[config.mk]
export PLATFORM = sky130hd
export DESIGN_NAME = http_body_extractor_flat
export DESIGN_NICKNAME = d
export VERILOG_FILES = /design/src/rtl/hbe_pkg.sv /design/src/rtl/hbe_if.sv /design/src/rtl/hbe_step.sv /design/src/rtl/http_body_extractor.sv /design/src/flat_wrapper.sv
export SDC_FILE = /design/constraint.sdc
export NUM_CORES = 1
export LEC_CHECK = 0
export ABC_AREA = 0
export BUFFER_PORTS_ARGS = -buffer_cell sky130_fd_sc_hd__buf_2
export CAP_MARGIN = 10
export CORE_UTILIZATION = 30
export DETAILED_ROUTE_END_ITERATION = 10
export PLACE_DENSITY = 0.42
export SLEW_MARGIN = 20
export SYNTH_ARGS = -nofsm -noshare
export SYNTH_HDL_FRONTEND = slang
export SYNTH_HIERARCHICAL = 1
export SYNTH_SLANG_ARGS = --single-unit
[constraint.sdc]
create_clock -name clk -period 4.8 [get_ports clk]
set_input_delay 0.96 -clock clk [delete_from_list [all_inputs] [get_ports clk]]
set_output_delay 0.96 -clock clk [all_outputs]
set_load 0.01 [all_outputs]
[src/rtl/hbe_pkg.sv]
// Shared types, constants and helpers for the HTTP body extractor.
package hbe_pkg;

  localparam int unsigned LENGTH_BITS = 24;
  localparam int unsigned BODY_LEN_W  = 24;
  localparam int unsigned ACC_EXT_W   = LENGTH_BITS + 4;
  localparam int unsigned MP_W        = 5;

  localparam logic [MP_W-1:0] KEY_LEN   = MP_W'(14);
  localparam logic [MP_W-1:0] DIGITS_AT = MP_W'(16);

  localparam logic [1:0] LC_START = 2'd0;
  localparam logic [1:0] LC_CR    = 2'd1;
  localparam logic [1:0] LC_TEXT  = 2'd2;

  localparam logic [7:0] CH_CR   = 8'h0d;
  localparam logic [7:0] CH_LF   = 8'h0a;
  localparam logic [7:0] CH_ZERO = 8'h30;
  localparam logic [7:0] CH_NINE = 8'h39;

  typedef enum logic [2:0] {
    PH_HEADER  = 3'd0,
    PH_BODY    = 3'd1,
    PH_DONE    = 3'd2,
    PH_MISSING = 3'd3,
    PH_TOOBIG  = 3'd4
  } phase_t;

  typedef struct packed {
    phase_t                 phase;
    logic [MP_W-1:0]        match_pos;
    logic [1:0]             line_cnt;
    logic                   in_digits;
    logic [LENGTH_BITS-1:0] accum;
    logic                   found;
    logic [LENGTH_BITS-1:0] fwd;
  } hbe_state_t;

  localparam hbe_state_t STATE_RST = '{
    phase:     PH_HEADER,
    match_pos: '0,
    line_cnt:  LC_START,
    in_digits: 1'b0,
    accum:     '0,
    found:     1'b0,
    fwd:       '0
  };

  typedef struct packed {
    logic [7:0]            body_byte;
    logic                  body_valid;
    logic                  body_last;
    logic [2:0]            status;
    logic [BODY_LEN_W-1:0] body_length;
  } hbe_result_t;

  // "Content-Length"
  function automatic logic [7:0] key_char(input logic [3:0] idx);
    logic [7:0] c;
    unique case (idx)
      4'd0:    c = 8'h43;
      4'd1:    c = 8'h6f;
      4'd2:    c = 8'h6e;
      4'd3:    c = 8'h74;
      4'd4:    c = 8'h65;
      4'd5:    c = 8'h6e;
      4'd6:    c = 8'h74;
      4'd7:    c = 8'h2d;
      4'd8:    c = 8'h4c;
      4'd9:    c = 8'h65;
      4'd10:   c = 8'h6e;
      4'd11:   c = 8'h67;
      4'd12:   c = 8'h74;
      4'd13:   c = 8'h68;
      default: c = 8'h00;
    endcase
    return c;
  endfunction

endpackage

[src/rtl/hbe_if.sv]
// Stream interfaces for the extractor's byte input and result output.
interface hbe_in_if;
  import hbe_pkg::*;
  logic       valid;
  logic       ready;
  logic [7:0] in_byte;
  modport source (output valid, output in_byte, input ready);
  modport sink   (input valid, input in_byte, output ready);
endinterface

interface hbe_out_if;
  import hbe_pkg::*;
  logic                  valid;
  logic                  ready;
  logic [7:0]            body_byte;
  logic                  body_valid;
  logic                  body_last;
  logic [2:0]            status;
  logic [BODY_LEN_W-1:0] body_length;
  modport source (output valid, output body_byte, output body_valid, output body_last,
                  output status, output body_length, input ready);
  modport sink   (input valid, input body_byte, input body_valid, input body_last,
                  input status, input body_length, output ready);
endinterface

[src/rtl/hbe_step.sv]
// Per-byte next-state and result logic of the extractor.
module hbe_step (
  input  hbe_pkg::hbe_state_t  st,
  input  logic [7:0]           b,
  output hbe_pkg::hbe_state_t  nxt,
  output hbe_pkg::hbe_result_t res
);
  import hbe_pkg::*;

  logic                   is_digit;
  logic                   overflow;
  logic [ACC_EXT_W-1:0]   acc_ext;
  logic [ACC_EXT_W-1:0]   next_len;
  logic [LENGTH_BITS-1:0] fwd_inc;

  assign is_digit = (b >= CH_ZERO) && (b <= CH_NINE);
  assign acc_ext  = ACC_EXT_W'(st.accum);
  assign next_len = (acc_ext << 3) + (acc_ext << 1) + ACC_EXT_W'(b[3:0]);
  assign fwd_inc  = st.fwd + LENGTH_BITS'(1);

  always_comb begin
    nxt      = st;
    overflow = 1'b0;
    res      = '0;
    unique case (st.phase)
      PH_HEADER: begin
        if (st.in_digits) begin
          if (is_digit) begin
            if (next_len[ACC_EXT_W-1:LENGTH_BITS] != '0) begin
              nxt.in_digits = 1'b0;
              nxt.phase     = PH_TOOBIG;
              overflow      = 1'b1;
            end else begin
              nxt.accum = next_len[LENGTH_BITS-1:0];
            end
          end else begin
            nxt.in_digits = 1'b0;
          end
        end
        if (!overflow) begin
          if (!st.found) begin
            if (st.match_pos < KEY_LEN && b == key_char(st.match_pos[3:0])) begin
              nxt.match_pos = st.match_pos + MP_W'(1);
            end else begin
              nxt.match_pos = (b == key_char(4'd0)) ? MP_W'(1) : MP_W'(0);
            end
            if (nxt.match_pos == KEY_LEN) nxt.found = 1'b1;
          end else if (st.match_pos >= KEY_LEN && st.match_pos < DIGITS_AT) begin
            nxt.match_pos = st.match_pos + MP_W'(1);
            if (nxt.match_pos == DIGITS_AT) nxt.in_digits = 1'b1;
          end
          if (b == CH_LF) begin
            nxt.in_digits = 1'b0;
            if (nxt.found && nxt.match_pos < DIGITS_AT) nxt.match_pos = DIGITS_AT;
            if (st.line_cnt == LC_CR) begin
              if (!nxt.found || nxt.accum == '0) nxt.phase = PH_MISSING;
              else                                nxt.phase = PH_BODY;
            end
            nxt.line_cnt = LC_START;
          end else if (st.line_cnt == LC_START && b == CH_CR) begin
            nxt.line_cnt = LC_CR;
          end else begin
            nxt.line_cnt = LC_TEXT;
          end
        end
      end
      PH_BODY: begin
        res.body_valid = 1'b1;
        res.body_byte  = b;
        nxt.fwd        = fwd_inc;
        if (fwd_inc >= st.accum) begin
          res.body_last = 1'b1;
          nxt.phase     = PH_DONE;
        end
      end
      default: begin
      end
    endcase
    res.status      = nxt.phase;
    res.body_length = BODY_LEN_W'(nxt.accum);
  end

endmodule

[src/rtl/http_body_extractor.sv]
// Top level of the HTTP Content-Length body extractor.
// Takes response bytes and returns one result beat per byte, through the input register
// and then the result register. Throughput is one byte per clock while the output is not stalled;
// the path that sets the clock is the combinational step logic (key compare, times-ten-plus-digit
// update with overflow check, forwarded-count compare) between the input and result registers.
// The input register can let a new byte in while a finished beat still waits in the result register.
// Covers header parsing and body forwarding; the error/finished states are sticky and hold until reset.
module http_body_extractor (
  input logic        clk,
  input logic        rst_n,
  hbe_in_if.sink     in_ch,
  hbe_out_if.source  out_ch
);
  import hbe_pkg::*;

  logic        v1_r;
  logic [7:0]  byte_r;
  hbe_state_t  state_r;
  hbe_state_t  state_nxt;
  hbe_result_t res_nxt;
  hbe_result_t out_r;
  logic        out_valid_r;
  logic        adv;
  logic        in_ready;

  hbe_step u_step (
    .st  (state_r),
    .b   (byte_r),
    .nxt (state_nxt),
    .res (res_nxt)
  );

  assign adv      = v1_r && (!out_valid_r || out_ch.ready);
  assign in_ready = !v1_r || adv;

  always_ff @(posedge clk) begin
    if (!rst_n) begin
      v1_r        <= 1'b0;
      out_valid_r <= 1'b0;
      state_r     <= STATE_RST;
    end else begin
      if (in_ready) v1_r <= in_ch.valid;
      if (adv) state_r <= state_nxt;
      out_valid_r <= adv || (out_valid_r && !out_ch.ready);
    end
  end

  always_ff @(posedge clk) begin
    if (in_ch.valid && in_ready) byte_r <= in_ch.in_byte;
    if (adv) out_r <= res_nxt;
  end

  assign in_ch.ready        = in_ready;
  assign out_ch.valid       = out_valid_r;
  assign out_ch.body_byte   = out_r.body_byte;
  assign out_ch.body_valid  = out_r.body_valid;
  assign out_ch.body_last   = out_r.body_last;
  assign out_ch.status      = out_r.status;
  assign out_ch.body_length = out_r.body_length;

endmodule

[src/flat_wrapper.sv]
// flat-port wrapper written by rule: the top's interface ports become plain ports
module http_body_extractor_flat import hbe_pkg::*;
  (clk, rst_n, in_ch_valid, in_ch_in_byte, in_ch_ready, out_ch_valid, out_ch_body_byte, out_ch_body_valid, out_ch_body_last, out_ch_status, out_ch_body_length, out_ch_ready);
  hbe_in_if in_ch_i ();
  hbe_out_if out_ch_i ();
  input logic clk;
  input logic rst_n;
  input wire logic [$bits(in_ch_i.valid)-1:0] in_ch_valid;
  input wire logic [$bits(in_ch_i.in_byte)-1:0] in_ch_in_byte;
  output wire logic [$bits(in_ch_i.ready)-1:0] in_ch_ready;
  output wire logic [$bits(out_ch_i.valid)-1:0] out_ch_valid;
  output wire logic [$bits(out_ch_i.body_byte)-1:0] out_ch_body_byte;
  output wire logic [$bits(out_ch_i.body_valid)-1:0] out_ch_body_valid;
  output wire logic [$bits(out_ch_i.body_last)-1:0] out_ch_body_last;
  output wire logic [$bits(out_ch_i.status)-1:0] out_ch_status;
  output wire logic [$bits(out_ch_i.body_length)-1:0] out_ch_body_length;
  input wire logic [$bits(out_ch_i.ready)-1:0] out_ch_ready;
  assign in_ch_i.valid = in_ch_valid;
  assign in_ch_i.in_byte = in_ch_in_byte;
  assign in_ch_ready = in_ch_i.ready;
  assign out_ch_valid = out_ch_i.valid;
  assign out_ch_body_byte = out_ch_i.body_byte;
  assign out_ch_body_valid = out_ch_i.body_valid;
  assign out_ch_body_last = out_ch_i.body_last;
  assign out_ch_status = out_ch_i.status;
  assign out_ch_body_length = out_ch_i.body_length;
  assign out_ch_i.ready = out_ch_ready;
  http_body_extractor u_core (.clk(clk), .rst_n(rst_n), .in_ch(in_ch_i), .out_ch(out_ch_i));
endmodule
* Word level (Yosys, flattened, before mapping)
Memories as Yosys holds them, arrays and structs flattened. A register that Yosys moved wholly into a read port is not among the register bits. Cells that the tools add are included.
Word-level totals: register bits 107, ROM bits 112, output and inout bits 39, word-level logic and storage cells 107, memories 1
Operators by class: $add $sub $neg 4, order comparisons 7, equal/unequal tests 8, muxes and demuxes 48, bitwise operators 1, reduce and logical (&&, ||, !) cells 23
Memory list:
- (no name shown) | depth 16, bits a word 7, rd ports 1, clocked after Yosys merged registers in 1, write ports 0, RTL line hbe_pkg.sv:60 | unique case (idx)
Operators by type and width (number):
- two-way mux 25 bit | 3
- two-way mux 24 bit | 2
- two-way mux 5 bit | 9
- two-way mux 8 bit | 4
- adder 27 x 25 -> 28 bit | 1
- adder 28 x 4 -> 28 bit | 1
- adder 24 x 1 -> 24 bit, second input constant | 1
- greater-or-equal comparator 24 bit | 1
- logical NOT 24 bit | 1
- two-way mux 1 bit | 17
- == test 8 x 4 -> 1 bit, second input constant | 2
- two-way mux 3 bit | 5
- two-way mux 11 bit | 1
- less-than comparator 5 bit, second input constant | 2
- == test 8 x 7 -> 1 bit, second input constant | 1
- == test 8 bit | 1
- greater-or-equal comparator 8 x 6 -> 1 bit, second input constant | 1
- <= comparator 8 x 6 -> 1 bit, second input constant | 1
- logical AND 1 bit | 8
- two-way mux 2 bit | 4
- two-way mux 4 bit | 2
- one-hot mux 3 bit (2 select lines) | 1
- adder 5 x 1 -> 5 bit, second input constant | 1
- == test 5 x 4 -> 1 bit, second input constant | 1
- 13 further kinds | 20

* Depth between registers and ports, before layout
depth after elaboration 27, mapped depth 20, gate-level depth less buffers 20

* Modules after synthesis
Netlist, hierarchy kept.
Modules (own cells, without submodules):
- hbe_step | instances 1, cells each 663, area an instance 4742.0 µm², sequential area each 0.0 µm²
- http_body_extractor | instances 1, cells each 315, area an instance 3907.5 µm², sequential area each 2592.5 µm²

* Worst setup path before layout
OpenSTA, ideal clock, no wires.
path type reg-to-reg, start register u_core.byte_r[3], end register u_core.out_r, in the netlist u_core/out_ch.body_length[10] (data pin), data arrival time 3693 ps, setup slack 856 ps, cell stages (with the launch flop) 16, buffers on the path 2, clock period less this slack 3944 ps, cells stage by stage edfxtp_1 -> inv_1 -> fa_1 -> inv_1 -> ha_1 -> a211oi_4 -> nor3_2 -> o2111ai_2 -> a21oi_1 -> or3_1 -> a22o_1 -> nor3_4 -> nand2_2 -> buf_6 -> mux2_4 -> buf_4
RTL lines:
- start, declared | RTL line http_body_extractor.sv:17 | logic [7:0] byte_r;
- start signal, assigned | RTL line http_body_extractor.sv:49 | if (in_ch.valid && in_ready) byte_r <= in_ch.in_byte;
- end signal, assigned | RTL line http_body_extractor.sv:50 | if (adv) out_r <= res_nxt;
- end, declared | RTL line http_body_extractor.sv:21 | hbe_result_t out_r;

==> flow_metrics.py <==
metrics = {
    "floorplan": {
        "die_w_um": 172,
        "die_height_um": 172,
        "io-pin-count": 51,
        "start_util_pct": 30.8,
        "rows": 61,
        "die_area_um2": 29500,
        "core-area_um2": 28100,
    },
    "setup_path": {
        "rr_worst_depth": 20,
        "critPathLaunchType": "register",
        "arrival_ns": 4.74,
        "cp_max_fo": 5,
        "endpoint_kind": "register",
        "r2r-end": "u_core/state_r[58]",
        "critPathRequiredTime_ns": 5.06,
        "cp-endpoint": "u_core/state_r[58]",
        "r2r_slack_ns": 0.32,
        "crit_type": "reg -> reg",
        "slowest_stage": "dfxtp_1",
        "setup.worst_path.start": "u_core/state_r[2]",
        "rr_startpoint": "u_core/state_r[2]",
        "path_cells": "nand3_1, nor2_2, and3_1, and3_1, and2_1, nand2_1, nor2_1, xor2_1, ha_1, a21o_1, a21o_1, a221o_1, a221oi_1, o21ai_0, a31o_2, nor2_1, o211a_1, a22oi_1, nand2_1, mux2i_1",
        "cp_slowest_stage_delay_ns": 0.43,
    },
    "clock_network": {
        "cts_tree": "yes",
        "clk_latency_ns": 0.37,
        "clock_sinks": 107,
        "htree_levels": 3,
        "post-cts-setup-buffers": 0,
        "clk_pin_slew_ns": 0.09,
        "cts_buffers": 9,
        "cts.path.max_buffers": 2,
        "cts-root-buf": "clkbuf_16",
    },
    "timing": {
        "finClkSkew_ns": 0.0221,
        "period_share_pct": 93.4,
        "final_max_slew_viol_count": 0,
        "timing.final.crit_period_ns": 4.48,
        "setup_viol_count_final": 0,
        "rsz0062_at_grt": "false",
        "timing.fmax_mhz": 223,
        "finalHoldViolations": 0,
        "finalSetupTns_ns": 0,
        "worst_slew_pin_slew_ns": 0.930,
        "slew_headroom_pct": 38.0,
    },
    "logic_synthesis": {
        "synth-seq-area-share_pct": 30.0,
        "syn_area_per_cell_um2": 8.84,
        "synth_warnings": 6,
        "synthArstFlopShare_pct": 0,
        "postSynthCellCount": 978,
        "synthFlopType": "dfxtp_1",
        "ys_types": 79,
        "synth_fp_nets": 1069,
        "synth_seq_cells": 107,
        "synth_edf_count": 45,
        "syn-cell-area_um2": 8650,
    },
    "final_layout": {
        "area_growth_pct": 6.91,
        "layout-drive-gt1-share_pct": 12.4,
        "final_nets": 1068,
        "finalInstanceArea_um2": 9250,
        "diodes": 0,
    },
    "global_routing": {
        "grt_pass1_vias": 6452,
        "grtUsageMet2_pct": 25.8,
        "antenna_found_initial": 0,
        "grt_max_degree": 92,
        "grt_first_pass_wirelength_um": 36400,
        "track_usage_pct": 16.1,
        "globalRouteMet1Util_pct": 22.5,
        "met3_usage_pct": 2.02,
        "gr-total-overflow": 0,
        "grt.busiest_layer": "met2",
    },
    "routing": {
        "ant_nets": 0,
        "dr.pass1.iters": 5,
        "wl_um": 23200,
        "drc_errors": 0,
        "vias": 6777,
        "routedWlPerCell_um": 17.0,
        "viasPerCell": 4.98,
        "drtIter0Drc": 407,
    },
    "pwr": {
        "p_per_area_nw_per_um2": 202,
        "total_leakage_power_nw": 3.84,
        "ir_drop_mv": 0.137,
    },
    "placed_design": {
        "placedInstanceArea_um2": 8930,
        "numPortBuffers": 50,
        "dp_hpwl_um": 17300,
        "gp_congestion": 0.877,
    },
    "status": {
        "run_status": "finished clean",
    },
    "worst_hold_path": {
        "hold_class": "reg -> reg",
        "min_from": "u_core/state_r[23]",
    },
    "job": {
        "max_cap_violations": 0,
    },
}
worst min-delay path by stage:
stage / cells after the start / slack (ns) / to
2_1_floorplan: 2 / 0.43 / u_core/state_r[54]
3_3_place_gp: 2 / 0.49 / u_core/state_r[49]
3_5_place_dp: 2 / 0.49 / u_core/state_r[49]
4_1_cts: 2 / 0.50 / u_core/state_r[49]
5_1_grt: 2 / 0.52 / u_core/state_r[1]
6_report: 2 / 0.50 / u_core/state_r[23]
cell families (layout without fill, tap and decap cells):
logic type | after synthesis | in the layout | synth area share, %
DFF | 107 | 107 | 30.0
muxes | 86 | 86 | 10.9
and+or+nand+nor | 371 | 371 | 20.0
xor gates and xnor gates | 68 | 68 | 6.89
AOI/OAI and AO/OA | 153 | 153 | 12.6
buffers and inverters | 114 | 118 | 8.04
adders and majority gates | 79 | 79 | 11.6
registers in the layout, summed over array words and instances, names as in the netlist:
signal                     cells
u_core/byte_r                  8
u_core/out_ch.body_byte        8
u_core/out_ch.body_last        1
u_core/out_ch.body_length     24
u_core/out_ch.body_valid       1
u_core/out_ch.status           3
u_core/out_ch.valid            1
u_core/state_r                60
u_core/v1_r                    1
metrics by stage:
step / std cells / power (mW) / hold WS (ns) / utilization, % / worst slack [ns]
finish: 1360 / 1.87 / 0.497 / 32.9 / 0.317
global route: 1360 / 1.94 / 0.523 / 32.9 / 0.0119
CTS: 1360 / 1.91 / 0.501 / 32.9 / 0.202
detailed placement: 1344 / 1.10 / 0.485 / 31.8 / 0.214
global placement: 1344 / 1.10 / 0.486 / 31.8 / 0.242
floorplan: 978 / 1.08 / 0.431 / - / 0.856
worst max-delay path, delay by kind of cell, from the launching register on:
kind	cells	cell delay, ns
compound gates	8	1.72
simple gates	9	1.68
flops	1	0.43
fa+ha+maj	1	0.26
xor+xnor	1	0.18
mux	1	0.07
Yosys cell counts (7+ instances only):
cell type	instances	share of area [%]
buf_12	7	1.6
mux2_4	15	2.6
ha_1	77	11
and3_1	22	1.6
nand2_1	191	8.3
edfxtp_1	45	16
nand3_1	23	1.3
mux2i_1	67	7.8
or3_1	8	0.58
nand4_1	12	0.87
o21ai_0	26	1.5
a21o_1	9	0.78
clkbuf_1	13	0.56
inv_1	40	1.7
nor2_1	49	2.1
o31ai_1	8	0.69
xnor2_1	39	3.9
buf_2	21	1.2
nor3_1	18	1.0
xor2_1	29	2.9
dfxtp_1	62	14
a21oi_1	30	1.7
buf_4	28	2.4
nor4_1	10	0.72
report_power, final:
group / internal [mW] / switching (mW) / leakage [nW]
registers: 0.966 / 0.0135 / 0.910
clock network: 0.376 / 0.417 / 0.151
logic: 0.0361 / 0.0636 / 2.78
total: 1.38 / 0.494 / 3.84
layout make-up:
class	count	area, um^2
Fill cell	3012	18800
Multi-Input combinational cell	757	5360
Sequential cell	107	2590
Tap cell	378	473
Timing Repair Buffer	62	355
Clock buffer	9	225
Inverter	40	150
Clock inverter	7	86.3
placed cells by master, fill, tap and decap left out, types with 6 or more instances in the layout:
master,synthesis,final
nand2_1,191,191
ha_1,77,77
mux2i_1,67,67
dfxtp_1,62,61
buf_2,21,49
nor2_1,49,48
edfxtp_1,45,45
inv_1,40,40
xnor2_1,39,39
a21oi_1,30,30
xor2_1,29,29
o21ai_0,26,26
nand3_1,23,23
and3_1,22,22
nor3_1,18,18
mux2_4,15,15
buf_4,28,12
nand4_1,12,12
nor4_1,10,10
clkbuf_16,0,9
a21o_1,9,9
or3_1,8,8
o31ai_1,8,8
nand2b_1,6,6
a211oi_1,6,6
o21ai_1,6,6
per-layer routing:
layer  up-vias  wire length, um  part of all wire (%)
met4         0              367                   1.6
li1       3446                -                     -
met3        23              696                   3.0
met5         -                0                     0
met2       104            10400                    45
met1      3204            11700                    50
what timing repair did:
item | in CTS | in global routing
setup endpoints to repair | 0 | 2
endpoints found under the hold margin | 0 | 0
hold buffers | 0 | 0
gates resized for setup | 0 | 2
Power figures use the tool's default switching activity.
